## src/hdl/assert_macros.svh

```systemverilog
// assertion macros shared by the follower rtl
// needs a clock named clk and an active-low reset named arst_n in scope
`ifndef ASSERT_MACROS_SVH
`define ASSERT_MACROS_SVH

// property that holds at every clock edge outside reset
`define WPF_ASSERT(lbl, cond, msg) \
	lbl: assert property (@(posedge clk) disable iff (!arst_n) (cond)) else $error(msg);

// implication checked over the next clock edge
`define WPF_ASSERT_NEXT(lbl, pre, post, msg) \
	lbl: assert property (@(posedge clk) disable iff (!arst_n) (pre) |=> (post)) else $error(msg);

`endif

```

## src/hdl/wpf_div.sv

```systemverilog
// restoring serial divider, one quotient bit per cycle
// no package dependency
`timescale 1ns / 1ps

module wpf_div (
	input  logic        clk,
	input  logic        arst_n,
	input  logic        start,
	input  logic [30:0] num,
	input  logic [14:0] den,
	output logic        done,
	output logic [15:0] quo
);

	logic [30:0] n_q, q_q;
	logic [15:0] r_q, r_sh;
	logic [14:0] d_q;
	logic [4:0]  cnt_q;
	logic        busy_q, done_q;

	assign r_sh = {r_q[14:0], n_q[30]};

	always_ff @(posedge clk or negedge arst_n) begin
		if (!arst_n) begin
			busy_q <= 1'b0;
			done_q <= 1'b0;
			cnt_q  <= '0;
			n_q    <= '0;
			q_q    <= '0;
			r_q    <= '0;
			d_q    <= '0;
		end else begin
			if (start) begin
				busy_q <= 1'b1;
				done_q <= 1'b0;
				n_q    <= num;
				d_q    <= den;
				r_q    <= '0;
				q_q    <= '0;
				cnt_q  <= 5'd30;
			end else if (busy_q) begin
				n_q <= {n_q[29:0], 1'b0};
				if (r_sh >= {1'b0, d_q}) begin
					r_q <= r_sh - {1'b0, d_q};
					q_q <= {q_q[29:0], 1'b1};
				end else begin
					r_q <= r_sh;
					q_q <= {q_q[29:0], 1'b0};
				end
				cnt_q  <= cnt_q - 5'd1;
				done_q <= (cnt_q == '0);
				if (cnt_q == '0) begin
					busy_q <= 1'b0;
				end
			end else begin
				done_q <= 1'b0;
			end
		end
	end

	assign done = done_q;
	assign quo  = q_q[15:0];

endmodule

```

## config.mk

```make
export PLATFORM = sky130hd
export DESIGN_NAME = wpf_div
export DESIGN_NICKNAME = d
export VERILOG_FILES = /design/src/hdl/assert_macros.svh /design/src/hdl/wpf_div.sv
export SDC_FILE = /design/constraint.sdc
export NUM_CORES = 1
export LEC_CHECK = 0
export BUFFER_PORTS_ARGS = -buffer_cell sky130_fd_sc_hd__clkbuf_2
export CORE_MARGIN = 5
export CORE_UTILIZATION = 47
export DETAILED_ROUTE_END_ITERATION = 6
export PLACE_DENSITY_LB_ADDON = 0.1
export SLEW_MARGIN = 20
export SYNTH_ARGS = -nofsm -noshare
export SYNTH_HDL_FRONTEND = slang
export SYNTH_SLANG_ARGS = --single-unit
```

## constraint.sdc

```tcl
create_clock -name clk -period 2.75 [get_ports clk]
set_input_delay 0.275 -clock clk [delete_from_list [all_inputs] [get_ports clk]]
set_output_delay 0.275 -clock clk [all_outputs]
set_load 0.02 [all_outputs]
```

======== Yosys cells after proc, flatten, opt, wreduce, memory -nomap -nowiden ========
Index checks and enable logic that the tools add are counted.
storage, ports and cells
  register bits after elaboration ......... 84
  input bits .............................. 49
  output and inout port bits .............. 17
operators by class
  reductions and logical operators ........ 2
  muxes and demuxes ....................... 15
  add/sub/neg operators ................... 2
  order comparisons ....................... 1
operators by type and width
  operator             number
  $mux 31              2
  $mux 15              3
  $mux 16              2
  $ge 16x15->1         1
  $sub 15x15->15       1
  $mux 5               2
  $mux 1               6
  $logic_not 5->1      1
  $sub 5x1->5 const B  1
  $reduce_bool 2->1    1

======== Logic depth before layout (Yosys ltp) ========
  depth in word-level cells ............... 4
  mapped depth ............................ 11

======== Least setup slack after synthesis ========
OpenSTA, ideal clock, no wires.
  kind .................................... register to register
  start point ............................. register n_q[30]
  end point ............................... register r_q[2]
  setup slack ............................. -20 ps
  cell stages (with the launch flop) ...... 12
  data arrival time ....................... 2644 ps
  buffers on the path ..................... 1
  library setup time ...................... 126 ps
  path through ............................ dfrtp_1 inv_1 ha_1 inv_1 fa_1 a21o_1 a21oi_1 a311oi_2 a211oi_1 buf_2 nor3_1 a311o_1
on the way
  word-level cells in the longest chain between the ends .. 4
  elaborated cells between the ends (all ways) .. 5
  those cells by class .................... add/sub (1); order compare (1); mux (3)
RTL lines
  element                                                line                          RTL
  from (decl)                                            wpf_div.sv:15                 logic [30:0] n_q, q_q;
  from (signal assigned)                                 wpf_div.sv:36                 n_q <= num;
  from (signal assigned)                                 wpf_div.sv:42                 n_q <= {n_q[29:0], 1'b0};
  $sub 15x15->15 / $ge 16x15->1 (equally long branches)  wpf_div.sv:44, wpf_div.sv:43
  $mux 15 *                                              wpf_div.sv:43                 if (r_sh >= {1'b0, d_q}) begin
  $mux 15 *                                              wpf_div.sv:41                 end else if (busy_q) begin
  $mux 15 *                                              wpf_div.sv:33                 if (start) begin
  to (signal assigned)                                   wpf_div.sv:44                 r_q <= r_sh - {1'b0, d_q};
  to (signal assigned)                                   wpf_div.sv:47                 r_q <= r_sh;
  to (decl)                                              wpf_div.sv:16                 logic [15:0] r_q, r_sh;
Every way passes the cells marked *; elsewhere a longest branch is shown, timed or not. The select of a mux whose other input is x is not followed.
A chain may end at the register's enable or synchronous reset.

======== Final worst setup path ========
  start point ............................. register r_q[11]
  end point ............................... register r_q[13]
on the way
  word-level cells in the longest chain between the ends .. 4
  elaborated cells between the ends (all ways) .. 5
  those cells by class .................... add/sub (1); order compare (1); mux (3)
RTL lines
  element                                                line
  $sub 15x15->15 / $ge 16x15->1 (equally long branches)  wpf_div.sv:44, wpf_div.sv:43
  $mux 15 *                                              wpf_div.sv:43
  $mux 15 *                                              wpf_div.sv:41
  $mux 15 *                                              wpf_div.sv:33
Marks and branches as above.

==> results <==
- After synthesis, the netlist uses 43 different library cells.
- At the end of routability-driven placement, the weighted congestion stood at 0.850.
- The final reports fail on hold timing.
- The post-route standard cell area excluding fillers is 5370 um2.
- The synthesized netlist net count is 528.
- Of the total power, the share spent switching nets is 33.8%.
- The commonest non-fill, non-tap cell in the layout is dfrtp_1.
- The global-route met3 utilization is 4.08%.
- The area growth from synthesis to layout is 20.4%.
- The wire length of the first global-routing pass is 16,100 um.
- The post-layout instance count excluding filler cells is 669.
- TritonCTS created 9 clock buffers.
- The overall via count from detail_route is 3,535.
- The area share of the largest cell type after synthesis is 47.1%.
- The total global-route track usage is 17.2%.
- The critical path is of the reg2reg type.
- The hold violation total from the final report is 1.
- The sequential cell area is 2110 um2.
- In this run the deepest clock path goes through 2 buffers.
- The cell accounting for the most synthesized area is dfrtp_1.
- The largest voltage drop on the vdd net is 0.323 mV.
- The relative contribution of the clock network to total power is 23.2%.
- The number of max-slew violations in the final report is 0.
- After detailed routing, the average wire length per cell comes to 14.1 um.
- At the end of the flow, the number of nets in the layout was 603.
- For this design the total switching power over the nets is 1390 uW.
- The detailed placer's ending HPWL is 6300 um.
- The areal power density over the cells is 766 nW/um2.
- The kind of capture point of the worst setup path is a register.
- The synthesized instance count is 461.
- Summed over all cells, the static leakage comes to 0.00286 uW.
- The count of inserted antenna diode cells is 0.
- The fraction of the cycle the final worst path needs is 99.5%.
- The clock latency on the worst-skew pair is 0.35 ns.
- The flow ran to the end, but the final reports show violations.
- In the layout the commonest cells are dfrtp_1 (83), nand2_1 (66), clkbuf_2 (63).
- The count of boundary I/O pins is 66.
- The floorplan step defined a die boundary enclosing 11,500 um2.
- The total overflow left after global routing is 0.
- The predominant post-synthesis flop cell is dfrtp_1.
- The first TritonRoute pass finished after 5 iterations.
- The post-synthesis sequential element count is 84.
- The part of the power in combinational logic is 40.3%.
- The peak fanout along the critical path is 8.
- The number of warnings reported in the yosys synthesis log is 0.
- The total detailed-routing wirelength is 9440 um.
- The clock-pin slew reported for the worst setup and hold paths after clock tree synthesis is 0.08 ns.
- met2 is the most crowded layer.
- Across all setup checks in the final design, the least slack found is 0.0147 ns.
- After synthesis, the share of flip-flops with an asynchronous set or reset is 100%.
- The number of clock sinks is 84.
- The largest net degree at the start of global routing is 119.
- The effective utilization at floorplan is 48.3%.
- The DRC violations left is 0.
- The share of total power dissipated in sequential elements is 36.5%.
- At the placement stage, the worst setup path has a slack of 0.0222 ns.
- The final antenna-violating net count is 0.
- A synthesized cell averages 9.68 um2.
- The filler cells instantiated in the layout total 838.
- The internal power is 2720 uW.
- The headroom to the max-slew limit is 32.6%.
- After synthesis, the cell types taking the most area are dfrtp_1 (47%), mux2i_1 (11%), o21ai_0 (5.7%).
- The first routing iteration left 200 violations.
- The number of buffers inserted by hold repair at cts is 0.
- The maximum clock skew at final layout is 0.00829 ns.
- The clock root buffer master is clkbuf_8.
- The via count of the first global-routing pass is 3,482.
- The number of port buffers is 65.
- After synthesis, flip-flops and latches occupy 47.1% of the total area.
- Measured along the y axis, the die boundary spans 107 um.
- Once placement finished, the instance area stood at 4990 um2.
- The share of the core filled with cells in the final layout is 58.1%.
- The die is 107 um wide.
- The minimum period implied by the final worst setup slack is 2.74 ns.
- In the final layout, the share of cells above drive strength 1 is 23.3%.
- The min-delay analysis places its worst path in the category in2async.
- The floorplan has 35 rows.
- The floorplan step defined a core boundary enclosing 9240 um2.
- The total of max-cap violations is 0.
- STA puts the critical path data required time at 3.01 ns.
- The count of flip-flops with a built-in enable after synthesis is 0.
- The number of setup violations in the final report is 0.
- The highest attainable clock frequency is 366 MHz.
- TritonCTS built the clock tree.
- The average vias per placed instance is 5.28.
- The measured slew at the worst slew-check pin is 1.01 ns.
- The worst setup path is launched from a register.
- The CTS H-tree depth is 3.
- The met2 demand-to-capacity share in global routing is 28.2%.
- The smallest hold slack is -0.00205 ns.
- STA puts the critical path data arrival time at 3.00 ns.
- The initial antenna violation count came to 0.
- The combined area of the multi-input logic cells is 2270 um2.
- Global routing consumed, on the met1 layer, 22.7% of the routing resources.
- The mapped netlist covers 4460 um2.
- Including well taps, the total number of placed cells is 645.
## timing repair
action | in CTS | in global routing
setup endpoints to repair | 1 | 11
gates cloned | 0 | 1
resized for setup | 0 | 13
pin swaps | 1 | 8
buffers inserted | 0 | 8
## layer usage
metal	up-vias	part of all wire [%]
met1	1672	46
li1	1759	-
met5	-	0
met4	0	1.8
met3	16	5.1
met2	88	47
## layout make-up
| cell class | count | area share [%] |
|---|---|---|
| sequential | 84 | 39.2 |
| multi-input combinational | 327 | 42.3 |
| timing repair buffer | 92 | 10.0 |
| clock inverter | 5 | 1.58 |
| tap | 129 | 3.01 |
| inverter | 22 | 1.54 |
| clock buffer | 10 | 2.38 |
## cells in the mapped netlist (4+ instances only)
| master | instances |
|---|---|
| inv_1 | 22 |
| a31oi_1 | 5 |
| a21o_1 | 5 |
| nor3_1 | 4 |
| buf_1 | 5 |
| or2_2 | 4 |
| nand2_1 | 66 |
| and3_1 | 5 |
| nand3_1 | 4 |
| mux2i_1 | 51 |
| dfrtp_1 | 84 |
| a211oi_1 | 9 |
| nor2_1 | 34 |
| o31ai_1 | 4 |
| clkbuf_1 | 21 |
| xnor2_1 | 11 |
| o21ai_0 | 51 |
| xor2_1 | 4 |
| ha_1 | 17 |
| a21oi_1 | 12 |
| nand4_1 | 4 |
## metrics by stage
step	total power [uW]	setup TNS, ns
2_1_floorplan	2500	0
3_3_place_gp	2920	0
3_5_place_dp	2920	0
4_1_cts	3900	0
5_1_grt	4390	-0.103
6_report	4110	0
## critical path: stages, from the launching register on
cell and delay, ns:
dfrtp_1 0.41, ha_1 0.31, nand4b_1 0.11, or4_4 0.55, a311oi_4 0.35, a211oi_4 0.11, buf_6 0.16, buf_4 0.14
a311o_1 0.34, a31oi_1 0.17
## path summary, 6_finish.rpt
path	start	endpoint	slack (ns)	cells past startpoint
max	r_q[11]	r_q[13]	0.01	9
min	arst_n	q_q[15]	-0.002	1
max reg2reg	r_q[11]	r_q[13]	0.01	9
min reg2reg	d_q[0]	d_q[0]	0.52	1
max in group asynchronous	arst_n	n_q[1]	2.06	2
min in group clk	num[10]	n_q[10]	0.12	3
## cells by family after synthesis
| group | Yosys count | synth area share [%] |
|---|---|---|
| simple gates | 136 | 13.8 |
| compound gates | 105 | 14.8 |
| flops | 84 | 47.1 |
| mux | 53 | 11.9 |
| buf+inv | 50 | 4.26 |
| fa+ha+maj | 18 | 5.22 |
| xor+xnor | 15 | 2.94 |
## power groups by stage
stage | Combinational (uW) | Sequential (uW) | Clock, uW
global route | 1830 | 1520 | 1040
CTS | 1420 | 1490 | 991
finish | 1660 | 1500 | 956
global placement | 1400 | 1510 | 0
floorplan | 1000 | 1500 | 0
detailed placement | 1410 | 1520 | 0
## sequential cells by signal, summed over array words and instances (netlist names)
register	count
d_q	15
busy_q	1
q_q	16
r_q	15
cnt_q	5
n_q	31
done	1
(Power assumes the default switching activity.)
