### src/hdl/assert_macros.svh
// assertion macros shared by the follower rtl
// needs a clock named clk and an active-low reset named arst_n in scope
`ifndef ASSERT_MACROS_SVH
`define ASSERT_MACROS_SVH

// property that holds at every clock edge outside reset
`define WPF_ASSERT(lbl, cond, msg) \
	lbl: assert property (@(posedge clk) disable iff (!arst_n) (cond)) else $error(msg);

// implication checked over the next clock edge
`define WPF_ASSERT_NEXT(lbl, pre, post, msg) \
	lbl: assert property (@(posedge clk) disable iff (!arst_n) (pre) |=> (post)) else $error(msg);

`endif

### src/hdl/wpf_pkg.sv
// types and constants for the waypoint heading follower
// no dependencies
`timescale 1ns / 1ps

package wpf_pkg;

	localparam logic [1:0] REQ_BEGIN  = 2'd0;
	localparam logic [1:0] REQ_APPEND = 2'd1;
	localparam logic [1:0] REQ_TICK   = 2'd2;

	localparam logic [2:0] MODE_STEER   = 3'd0;
	localparam logic [2:0] MODE_OBST    = 3'd1;
	localparam logic [2:0] MODE_NO_PATH = 3'd2;
	localparam logic [2:0] MODE_REACHED = 3'd3;
	localparam logic [2:0] MODE_DONE    = 3'd4;

	localparam logic [2:0] CFG_TOL    = 3'd0;
	localparam logic [2:0] CFG_STOP   = 3'd1;
	localparam logic [2:0] CFG_GAIN   = 3'd2;
	localparam logic [2:0] CFG_CRUISE = 3'd3;
	localparam logic [2:0] CFG_TURN   = 3'd4;

	localparam logic [17:0] PI_Q16 = 18'd205887;
	localparam logic [15:0] ANG_LIMIT = 16'd16384;

	typedef struct packed {
		logic [1:0]         req_type;
		logic signed [23:0] wp_x;
		logic signed [23:0] wp_y;
		logic signed [23:0] robot_x;
		logic signed [23:0] robot_y;
		logic signed [15:0] robot_heading;
		logic [15:0]        front_dist;
	} wpf_req_t;

	typedef struct packed {
		logic               command_valid;
		logic [15:0]        linear_x;
		logic signed [15:0] angular_z;
		logic               replan_request;
		logic [2:0]         mode;
		logic [8:0]         waypoint_number;
	} wpf_rsp_t;

	// arctangent of 2^-i in binary angle units times 256
	function automatic logic [23:0] atan_entry(input logic [4:0] i);
		logic [23:0] v;
		case (i)
			5'd0: v = 24'd2097152;
			5'd1: v = 24'd1238021;
			5'd2: v = 24'd654136;
			5'd3: v = 24'd332050;
			5'd4: v = 24'd166669;
			5'd5: v = 24'd83416;
			5'd6: v = 24'd41718;
			5'd7: v = 24'd20860;
			5'd8: v = 24'd10430;
			5'd9: v = 24'd5215;
			5'd10: v = 24'd2608;
			5'd11: v = 24'd1304;
			5'd12: v = 24'd652;
			5'd13: v = 24'd326;
			5'd14: v = 24'd163;
			5'd15: v = 24'd81;
			5'd16: v = 24'd41;
			5'd17: v = 24'd20;
			5'd18: v = 24'd10;
			5'd19: v = 24'd5;
			5'd20: v = 24'd3;
			5'd21: v = 24'd1;
			5'd22: v = 24'd1;
			default: v = 24'd0;
		endcase
		return v;
	endfunction

endpackage

### src/hdl/wpf_cordic.sv
// iterative cordic atan2, one micro-rotation per cycle
// uses wpf_pkg for the arctangent table
`timescale 1ns / 1ps

module wpf_cordic #(
	parameter int STEPS = 16
) (
	input  logic               clk,
	input  logic               arst_n,
	input  logic               start,
	input  logic signed [24:0] dx,
	input  logic signed [24:0] dy,
	output logic               done,
	output logic [15:0]        bearing
);
	import wpf_pkg::*;

	logic signed [27:0] x_q, y_q, sx, sy;
	logic [23:0] z_q;
	logic [4:0]  i_q;
	logic        busy_q, done_q, zero_q;
	logic [24:0] zr;

	assign sx = x_q >>> i_q;
	assign sy = y_q >>> i_q;

	always_ff @(posedge clk or negedge arst_n) begin
		if (!arst_n) begin
			busy_q <= 1'b0;
			done_q <= 1'b0;
			zero_q <= 1'b0;
			i_q    <= '0;
			x_q    <= '0;
			y_q    <= '0;
			z_q    <= '0;
		end else begin
			if (start) begin
				i_q    <= '0;
				zero_q <= (dx == '0) && (dy == '0);
				// a zero offset finishes at once
				done_q <= (dx == '0) && (dy == '0);
				busy_q <= !((dx == '0) && (dy == '0));
				if (dx < 0) begin
					x_q <= -{{3{dx[24]}}, dx};
					y_q <= -{{3{dy[24]}}, dy};
					z_q <= 24'h800000;
				end else begin
					x_q <= {{3{dx[24]}}, dx};
					y_q <= {{3{dy[24]}}, dy};
					z_q <= '0;
				end
			end else if (busy_q) begin
				if (y_q >= 0) begin
					x_q <= x_q + sy;
					y_q <= y_q - sx;
					z_q <= z_q + atan_entry(i_q);
				end else begin
					x_q <= x_q - sy;
					y_q <= y_q + sx;
					z_q <= z_q - atan_entry(i_q);
				end
				i_q    <= i_q + 5'd1;
				done_q <= (i_q == 5'(STEPS - 1));
				if (i_q == 5'(STEPS - 1)) begin
					busy_q <= 1'b0;
				end
			end else begin
				done_q <= 1'b0;
			end
		end
	end

	// round to the nearest binary angle unit
	assign zr      = {1'b0, z_q} + 25'd128;
	assign done    = done_q;
	assign bearing = zero_q ? 16'd0 : zr[23:8];

	`include "assert_macros.svh"
	`WPF_ASSERT_NEXT(a_cordic_len, start && !((dx == '0) && (dy == '0)), busy_q && (i_q == '0), "cordic did not start")
	`WPF_ASSERT(a_cordic_idx, !busy_q || (i_q < 5'(STEPS)), "cordic step past end")
	`WPF_ASSERT_NEXT(a_cordic_done, busy_q && (i_q == 5'(STEPS - 1)) && !start, done_q, "cordic missed done")

endmodule

### config.mk
export PLATFORM = sky130hd
export DESIGN_NAME = wpf_cordic
export DESIGN_NICKNAME = d
export VERILOG_FILES = /design/src/hdl/wpf_pkg.sv /design/src/hdl/wpf_cordic.sv
export VERILOG_INCLUDE_DIRS = /design/src /design/src/hdl
export SDC_FILE = /design/constraint.sdc
export NUM_CORES = 1
export LEC_CHECK = 0
export BUFFER_PORTS_ARGS = -buffer_cell sky130_fd_sc_hd__buf_2
export CAP_MARGIN = 20
export CORE_MARGIN = 2
export CORE_UTILIZATION = 40
export DETAILED_ROUTE_END_ITERATION = 16
export PLACE_DENSITY = 0.57
export SLEW_MARGIN = 20
export SYNTH_ARGS = -nofsm -noshare
export SYNTH_HDL_FRONTEND = slang
export SYNTH_SLANG_ARGS = --single-unit
### constraint.sdc
create_clock -name clk -period 8.95 [get_ports clk]
set_input_delay 0.4475 -clock clk [delete_from_list [all_inputs] [get_ports clk]]
set_output_delay 0.4475 -clock clk [all_outputs]
set_load 0.005 [all_outputs]
# Yosys cells after proc, flatten, opt, wreduce, memory -nomap -nowiden
# Memory sizes are Yosys's and may differ from the RTL's.
# Index checks and enable logic that the tools add are counted.
# op_classes
muxes	26
shifts	2
eq_ne	1
n_addsub	10
n_reduce_logical	5
magnitude_cmp	2
# ops
cell	n
2-to-1 mux 24 bit	10
2-to-1 mux 28 bit	8
adder 28 bit	2
negation 28 bit	2
>>> shifter 28 x 5 -> 28 bit	2
subtractor 28 bit	2
zero test 25 bit	2
greater-or-equal comparator 28 x 1 -> 1 bit, second input constant	1
less-than comparator 25 x 1 -> 1 bit, second input constant	1
adder 24 bit	1
adder 24 x 8 -> 24 bit, second input constant	1
subtractor 24 bit	1
2-to-1 mux 16 bit	1
2-to-1 mux 5 bit	2
adder 5 x 1 -> 5 bit, second input constant	1
equality test 5 x 4 -> 1 bit, second input constant	1
2-to-1 mux 1 bit	5
nonzero test 2 bit	1
logical AND 1 bit	1
zero test 1 bit	1
# word_totals
word_cells	55
rom_bits	1408
out_inout_bits	17
memories	2
ff_bits	88
# memory_table
memory	depth	word_bits	read_ports	rd_clocked_by_memory_dff	wr	line	source
(no name shown)	32	22	1	0	0	wpf_pkg.sv:48	case (i)
(no name shown)	32	22	1	0	0	wpf_pkg.sv:48	

# Depth between registers and ports, before layout
# Gate-level depths: netlist of run 1.
# logic_depth
word_depth	8
depth_mapped	27
depth_no_buf	22

# Least setup slack after synthesis of run 1
# OpenSTA, ideal clock, no wires.
# synth_path
kind	reg2reg
from	register i_q[1]
to	register x_q[27]
stages_incl_launch_ff	27
arrival_ns	6.525
path_slack_ns	2.300
setup_time_ns	0.125
path_cell_list	dfrtp_1 -> buf_6 -> buf_6 -> buf_2 -> buf_4 -> buf_2 -> buf_1 -> mux4_2 -> o21ai_0 -> nor3b_1 -> ha_1 -> nand4bb_1 -> or3_1 -> or3_1 -> o21ai_0 -> xnor2_1 -> ha_1 -> a21o_1 -> a21oi_1 -> o21ai_0 -> a221o_1 -> a41o_1 -> o21ai_0 -> o21ai_0 -> nor3b_1 -> nor3_1 -> mux2_2
# synth_via
elab_chain_len	5
# synth_rtl
element	line	source
from (decl)	wpf_cordic.sv:20	logic [4:0] i_q;
from (signal assigned)	wpf_cordic.sv:62	i_q <= i_q + 5'd1;
>>> shifter 28 x 5 -> 28 bit (*)	wpf_cordic.sv:25	assign sy = y_q >>> i_q;
subtractor 28 bit or adder 28 bit (tied branches)	wpf_cordic.sv:58, wpf_cordic.sv:54	
2-to-1 mux 28 bit (*)	wpf_cordic.sv:53	if (y_q >= 0) begin
2-to-1 mux 28 bit (*)	wpf_cordic.sv:52	end else if (busy_q) begin
2-to-1 mux 28 bit (*)	wpf_cordic.sv:37	if (start) begin
to (signal assigned)	wpf_cordic.sv:44	x_q <= -{{3{dx[24]}}, dx};
to (signal assigned)	wpf_cordic.sv:54	x_q <= x_q + sy;
to (signal assigned)	wpf_cordic.sv:58	x_q <= x_q - sy;
to (decl)	wpf_cordic.sv:18	logic signed [27:0] x_q, y_q, sx, sy;
# Mark *: on every way between the ends. The rest lies on a longest branch, timed or not. The select of a mux whose other input is x is not followed.
# A chain may end at the register's enable or synchronous reset.

# Final worst setup path of run 1
# layout_path
from	register i_q[1]
to	register y_q[27]
# layout_via
elab_chain_len	5
# layout_rtl
element	line	source
>>> shifter 28 x 5 -> 28 bit (*)	wpf_cordic.sv:24	assign sx = x_q >>> i_q;
adder 28 bit or subtractor 28 bit (tied branches)	wpf_cordic.sv:59, wpf_cordic.sv:55	
2-to-1 mux 28 bit (*)	wpf_cordic.sv:53	
2-to-1 mux 28 bit (*)	wpf_cordic.sv:52	
2-to-1 mux 28 bit (*)	wpf_cordic.sv:37	
to (signal assigned)	wpf_cordic.sv:45	y_q <= -{{3{dy[24]}}, dy};
to (signal assigned)	wpf_cordic.sv:55	y_q <= y_q - sx;
to (signal assigned)	wpf_cordic.sv:59	y_q <= y_q + sx;
to (decl)	wpf_cordic.sv:18	
# Marks and branches as above.

==> results of run 1 <==
## power by group
part           total (mW)  switching, mW  internal, mW
sequential           1.12          0.531         0.587
combinational        6.08           3.33          2.75
clock               0.402          0.189         0.213
## worst paths after layout
path	to	start	slack, ns
worst max-delay path	y_q[27]	i_q[1]	1.45
min in group clk	y_q[0]	dy[0]	0.31
worst min register to register	z_q[3]	z_q[3]	0.53
max in group asynchronous	i_q[3]	arst_n	7.64
worst max register to register	y_q[27]	i_q[1]	1.45
worst min-delay path	z_q[13]	arst_n	0.02
## cell type report
| type | count | share of cell area (%) |
|---|---|---|
| repair buffers | 88 | 3.11 |
| clock buffers | 13 | 1.71 |
| flip-flops and latches | 88 | 14.0 |
| well taps | 468 | 3.70 |
| multi-input cells | 1643 | 76.2 |
| inverters | 49 | 1.16 |
| clock inverters | 3 | 0.158 |
## logic make-up (layout without fill, tap and decap cells)
kind of cell | count (synthesis) | count (layout)
flops | 88 | 88
simple gates | 635 | 635
xor+xnor | 183 | 183
mux | 176 | 176
fa+ha+maj | 102 | 102
buf+inv | 163 | 153
compound gates | 547 | 547
## layer usage
metal | up-vias | wire [um]
li1 | 6996 | -
met1 | 7073 | 23200
met2 | 653 | 23800
met3 | 141 | 3740
met4 | 0 | 2280
met5 | - | 0
## cell usage after synthesis (26+ instances only)
cell type	number	area (um^2)
o31ai_1	31	233
nand3_1	38	190
nand2_1	210	788
a21o_1	30	225
dfrtp_1	88	2200
mux2i_1	88	881
buf_1	26	97.6
o21ai_0	131	656
nand2b_1	30	188
ha_1	99	1240
clkbuf_1	60	225
xnor2_1	113	990
mux2_2	30	338
nor2_1	170	638
nor3_1	34	170
mux4_2	49	1100
a21oi_1	123	616
inv_1	43	161
xor2_1	70	613
## state kept, by name, summed over array words and instances, names as in the netlist
signal  flops
done        1
y_q        28
x_q        28
busy_q      1
zero_q      1
i_q         5
z_q        24
==> impl_metrics.yaml, run 1 <==
floorplanning:
  initial_core_util_pct: 40.8
  row_count: 70
  floorplan.die_area_um2: 39000
  die_w_um: 197
  io_pins: 70
  die_y_um: 197
  fp.coreArea_um2: 36700
layout:
  drive_gt1_share_pct: 11.8
  layout.core_utilization_pct: 43.2
  area_used_by_sequential_logic_in_the_layout_um2: 2220
  antenna_cells_inserted: 0
  number_of_filler_instances_in_the_final_layout: 3747
  layout.cells.most_common: "nand2_1"
  fin_area_um2: 15800
  commonest_cells_after_routing_fill_and_taps_aside: "nand2_1 (210), nor2_1 (170), o21ai_0 (131), a21oi_1 (123), xnor2_1 (113)"
  number_of_nets_in_the_layout: 2034
  area_growth_syn_to_layout_pct: 5.84
  area_occupied_by_multi_input_gates_um2: 12100
  final_cell_count_no_fill: 2352
cts:
  clock-sinks: 88
  htree_num_levels: 3
  tritoncts: "done"
  cts-root-to-sink-buffers: 2
  post_cts.resized_instances: 0
  clk_root_buffer_cell: "clkbuf_16"
  post-cts-setup-buffers: 0
  clk-insertion-delay-late_ns: 0.38
  cts_made_buffers: 9
  clk_transition_reported_paths_ns: 0.08
  holdBufCountCts: 0
timing:
  skew_ns: 0.0140
  timing_worst_slew_pin_value_ns: 1.03
  report.final.setup_viol: 0
  max_freq_mhz: 133
  slew_viol_final: 0
  post-route-worst-setup-slack_ns: 1.45
  holdWs_ns: 0.0209
  slew_headroom_pct: 31.4
  rsz0062_at_grt: "false"
  hold_viol_final: 0
  setup_tns_ns: 0
  finalCritPeriodShare_pct: 83.8
  min_period_ns: 7.50
run:
  max_cap_viols: 0
synth:
  synth-seq-cells: 88
  synth_xor_area_share_pct: 10.7
  muxShareOfSynthArea_pct: 17.0
  synth_simple_gate_area_share_pct: 20.2
  average_size_of_a_mapped_cell_um2: 7.90
  number_of_different_library_cells_in_the_post_synthesis_netlist: 90
  netlist_instances: 1894
  dominantRegCellSynth: "dfrtp_1"
  synth.yosys.seq_area_share_pct: 14.7
  syn-num-nets: 2049
  post_synth_instance_area_um2: 15000
  main_combinational_cell_family_by_area_after_synthesis: "compound AO/OA/AOI/OAI gates"
  synth_compound_gate_area_share_pct: 24.0
  synthArstFlopShare_pct: 100
  synth_warnings: 0
  synth_enable_flop_cells: 0
  post_synth_fa_ha_maj_area_fraction_pct: 8.68
critical_path:
  worst-endpoint-arrival_ns: 7.74
  timing.critical_path.from_type: "register"
  cp_cell_sequence: "buf_4 -> mux2_2 -> mux4_2 -> o21ai_0 -> a311o_1 -> nand4_1 -> nand4b_1 -> or3_1 -> nor2_1 -> a21boi_0 -> xor2_1 -> ha_1 -> nand2_1 -> nor2_1 -> a2111oi_0 -> o2111ai_1 -> nand2_1 -> o21ai_0 -> o41a_1 -> xnor2_1 -> mux2i_1 -> a2111oi_0"
  crit_fanout: 58
  worst-setup-path-type: "register to register"
  required_ns: 9.19
  worstSetupEndpointType: "register"
  worstRegToRegCells: 22
  path_buf_inv: 1
  crit_path_max_incr_delay_ns: 0.95
  slowest_cell_on_the_critical_path: "dfrtp_4"
  cp_top_family: "compound AO/OA/AOI/OAI gates"
  path_depth: 22
placement:
  dpl-instance-area_um2: 15500
  globalplace.congestion: 0.975
  placement.io_buffers: 69
  placedCellCount: 2336
  preCtsSetupSlack_ns: 1.65
  dp.final_hpwl_mm: 39.9
global_routing:
  gr-total-overflow: 0
  initial_antenna_violation_count: 0
  use_met2_pct: 43.2
  grt_start_max_net_pins: 65
  grt_first_pass_wirelength_mm: 81.8
  grt_pass1_vias: 14100
  top_usage_layer: "met2"
  grtUsageMet3_pct: 3.96
  global_route.usage.total_pct: 27.1
  groute.layer.met1.usage_pct: 36.7
pwr:
  leakagePower_nw: 6.77
  p_per_area_nw_per_um2: 480
  peak_supply_drop_v: 0.000213
  power.total_mw: 7.60
detailed_routing:
  vias: 14900
  post_drt_wl_per_cell_um: 22.5
  routed_wire_length_mm: 53.0
  detail_route.vias_per_cell: 6.32
  final_antenna_net_count: 0
  firstDrtPassIters: 7
  drt_first_iter_violations: 1373
  drc: 0
run_status:
  status: "finished clean"
hold_path:
  path_class_of_the_lowest_slack_min_delay_path: "input port to async pin"
(Power assumes the default switching activity.)
==> run 2: changes to the inputs <==
==> constraint.sdc (replaced) <==
create_clock -name clk -period 7.7 [get_ports clk]
set_input_delay 0.385 -clock clk [delete_from_list [all_inputs] [get_ports clk]]
set_output_delay 0.385 -clock clk [all_outputs]
set_load 0.005 [all_outputs]
==> impl_metrics.yaml, run 2 (same netlist as run 1, synthesis figures left out) <==
cts:
  clock-sinks: 88
  post_cts.resized_instances: 0
  clk-insertion-delay-late_ns: 0.40
  cts_made_buffers: 9
  clk_transition_reported_paths_ns: 0.08
  tritoncts: "done"
  htree_num_levels: 3
  cts-root-to-sink-buffers: 2
  clk_root_buffer_cell: "clkbuf_16"
layout:
  biggestRegsByFlops: "x_q (28), y_q (28), z_q (24)"
  commonest_cells_after_routing_fill_and_taps_aside: "nand2_1 (210), nor2_1 (170), o21ai_0 (131), a21oi_1 (123), xnor2_1 (113)"
  drive_gt1_share_pct: 12.2
  area_growth_syn_to_layout_pct: 6.88
  final_cell_count_no_fill: 2363
  number_of_filler_instances_in_the_final_layout: 3717
  layout.core_utilization_pct: 43.6
  fin_area_um2: 16000
  layout.cells.most_common: "nand2_1"
  number_of_nets_in_the_layout: 2044
critical_path:
  crit_path_max_incr_delay_ns: 0.87
  worstSetupEndpointType: "register"
  worst-setup-path-type: "register to register"
  rr_startpoint: "i_q[0]"
  setup.worst_path.end: "y_q[27]"
  crit_fanout: 30
  cp_cell_sequence: "inv_2 -> buf_4 -> mux4_2 -> o21ai_0 -> a311o_1 -> nand4_1 -> nand4b_1 -> or3_1 -> nor2_1 -> a21boi_0 -> xor2_1 -> ha_1 -> nand2_1 -> nor2_1 -> a2111oi_0 -> o2111ai_1 -> nand2_1 -> o21ai_0 -> o41a_1 -> xnor2_1 -> mux2i_1 -> a2111oi_0"
  setup.reg_to_reg.worst_slack_ns: 0.66
  cp-startpoint: "i_q[0]"
  crit-reg2reg-capture: "y_q[27]"
  required_ns: 7.97
  worst-endpoint-arrival_ns: 7.30
  timing.critical_path.from_type: "register"
  slowest_cell_on_the_critical_path: "dfrtp_2"
  worstRegToRegCells: 22
global_routing:
  grt_start_max_net_pins: 68
  global_route.usage.total_pct: 28.0
  grt_pass1_vias: 14400
  gr-total-overflow: 0
  initial_antenna_violation_count: 1
  grt_first_pass_wirelength_mm: 84.8
floorplanning:
  fp.coreArea_um2: 36700
  row_count: 70
  die_y_um: 197
  floorplan.die_area_um2: 39000
  io_pins: 70
  die_w_um: 197
  initial_core_util_pct: 40.8
placement:
  placedCellCount: 2344
  dp.final_hpwl_mm: 41.3
  globalplace.congestion: 0.989
  dpl-instance-area_um2: 15600
  placement.io_buffers: 69
  preCtsSetupSlack_ns: 0.750
timing:
  min_period_ns: 7.04
  skew_ns: 0.0164
  finalCritPeriodShare_pct: 91.4
  report.final.setup_viol: 0
  timing_worst_slew_pin_value_ns: 0.943
  holdWs_ns: 0.240
  max_freq_mhz: 142
  post-route-worst-setup-slack_ns: 0.663
  setup_tns_ns: 0
  slew_headroom_pct: 35.5
  rsz0062_at_grt: "false"
  hold_viol_final: 0
  slew_viol_final: 0
detailed_routing:
  drc: 0
  final_antenna_net_count: 0
  routed_wire_length_mm: 54.3
  firstDrtPassIters: 5
  post_drt_wl_per_cell_um: 23.0
  vias: 15000
  drt_first_iter_violations: 1366
  detail_route.vias_per_cell: 6.35
run:
  max_cap_viols: 0
pwr:
  p_per_area_nw_per_um2: 557
  peak_supply_drop_v: 0.000208
  leakagePower_nw: 6.85
  power.total_mw: 8.91
run_status:
  status: "finished clean"
hold_path:
  hold_path_startpoint: "dy[0]"
  hold-path-cell-count: 3
  path_class_of_the_lowest_slack_min_delay_path: "input port to register"
-- run 2: changes by cell type in the layout (fill, tap and decap cells not counted), sizes merged --
cell / change
diode: +1
buf: +9
clkinvlp: +1
clkinv: -1
clkbuf: -3
bufinv: +1
inv: +2
dlygate4sd3: +1
-- run 2: power breakdown --
part	switching [mW]	internal, mW	total, mW
logic	3.93	3.21	7.14
clock network	0.245	0.266	0.510
registers	0.581	0.683	1.26
-- run 2: metal layers --
metal | track usage, % | share of wire, % | vias up
met5 | 0 | 0 | -
met4 | 10.8 | 3.7 | 0
met3 | 3.91 | 6.7 | 121
met2 | 45.4 | 45 | 626
met1 | 37.8 | 44 | 7235
li1 | - | - | 7018
-- run 2: critical path: cells and delay by family (launching register included) --
family,cells,cell delay [ns]
mux,2,0.59
simple gates,7,1.54
compound gates,8,2.37
xor+xnor,2,0.39
fa+ha+maj,1,0.36
flops,1,0.87
buf+inv,2,0.75
-- run 2: layout make-up --
| class | count | area (um^2) | share of cell area (%) |
|---|---|---|---|
| sequential | 88 | 2220 | 13.9 |
| tap | 468 | 586 | 3.66 |
| multi-input combinational | 1643 | 12100 | 75.4 |
| clock inverter | 6 | 73.8 | 0.461 |
| inverter | 49 | 184 | 1.15 |
| antenna | 1 | 2.50 | 0.0156 |
| timing repair buffer | 98 | 628 | 3.93 |
| clock buffer | 10 | 239 | 1.49 |
-- run 2: timing repair --
| action | in CTS | in global routing |
|---|---|---|
| endpoints found under the setup margin | 0 | 1 |
| setup buffers | 0 | 1 |
| hold buffers | 1 | 0 |
| endpoints found under the hold margin | 30 | 0 |
-- run 2: worst min path at each step --
| stage | end | slack, ns |
|---|---|---|
| 6_report | y_q[0] | 0.24 |
| 4_1_cts | y_q[0] | 0.23 |
| 2_1_floorplan | busy_q | 0.09 |
| 3_3_place_gp | z_q[15] | 0.38 |
| 5_1_grt | y_q[0] | 0.25 |
| 3_5_place_dp | z_q[15] | 0.39 |
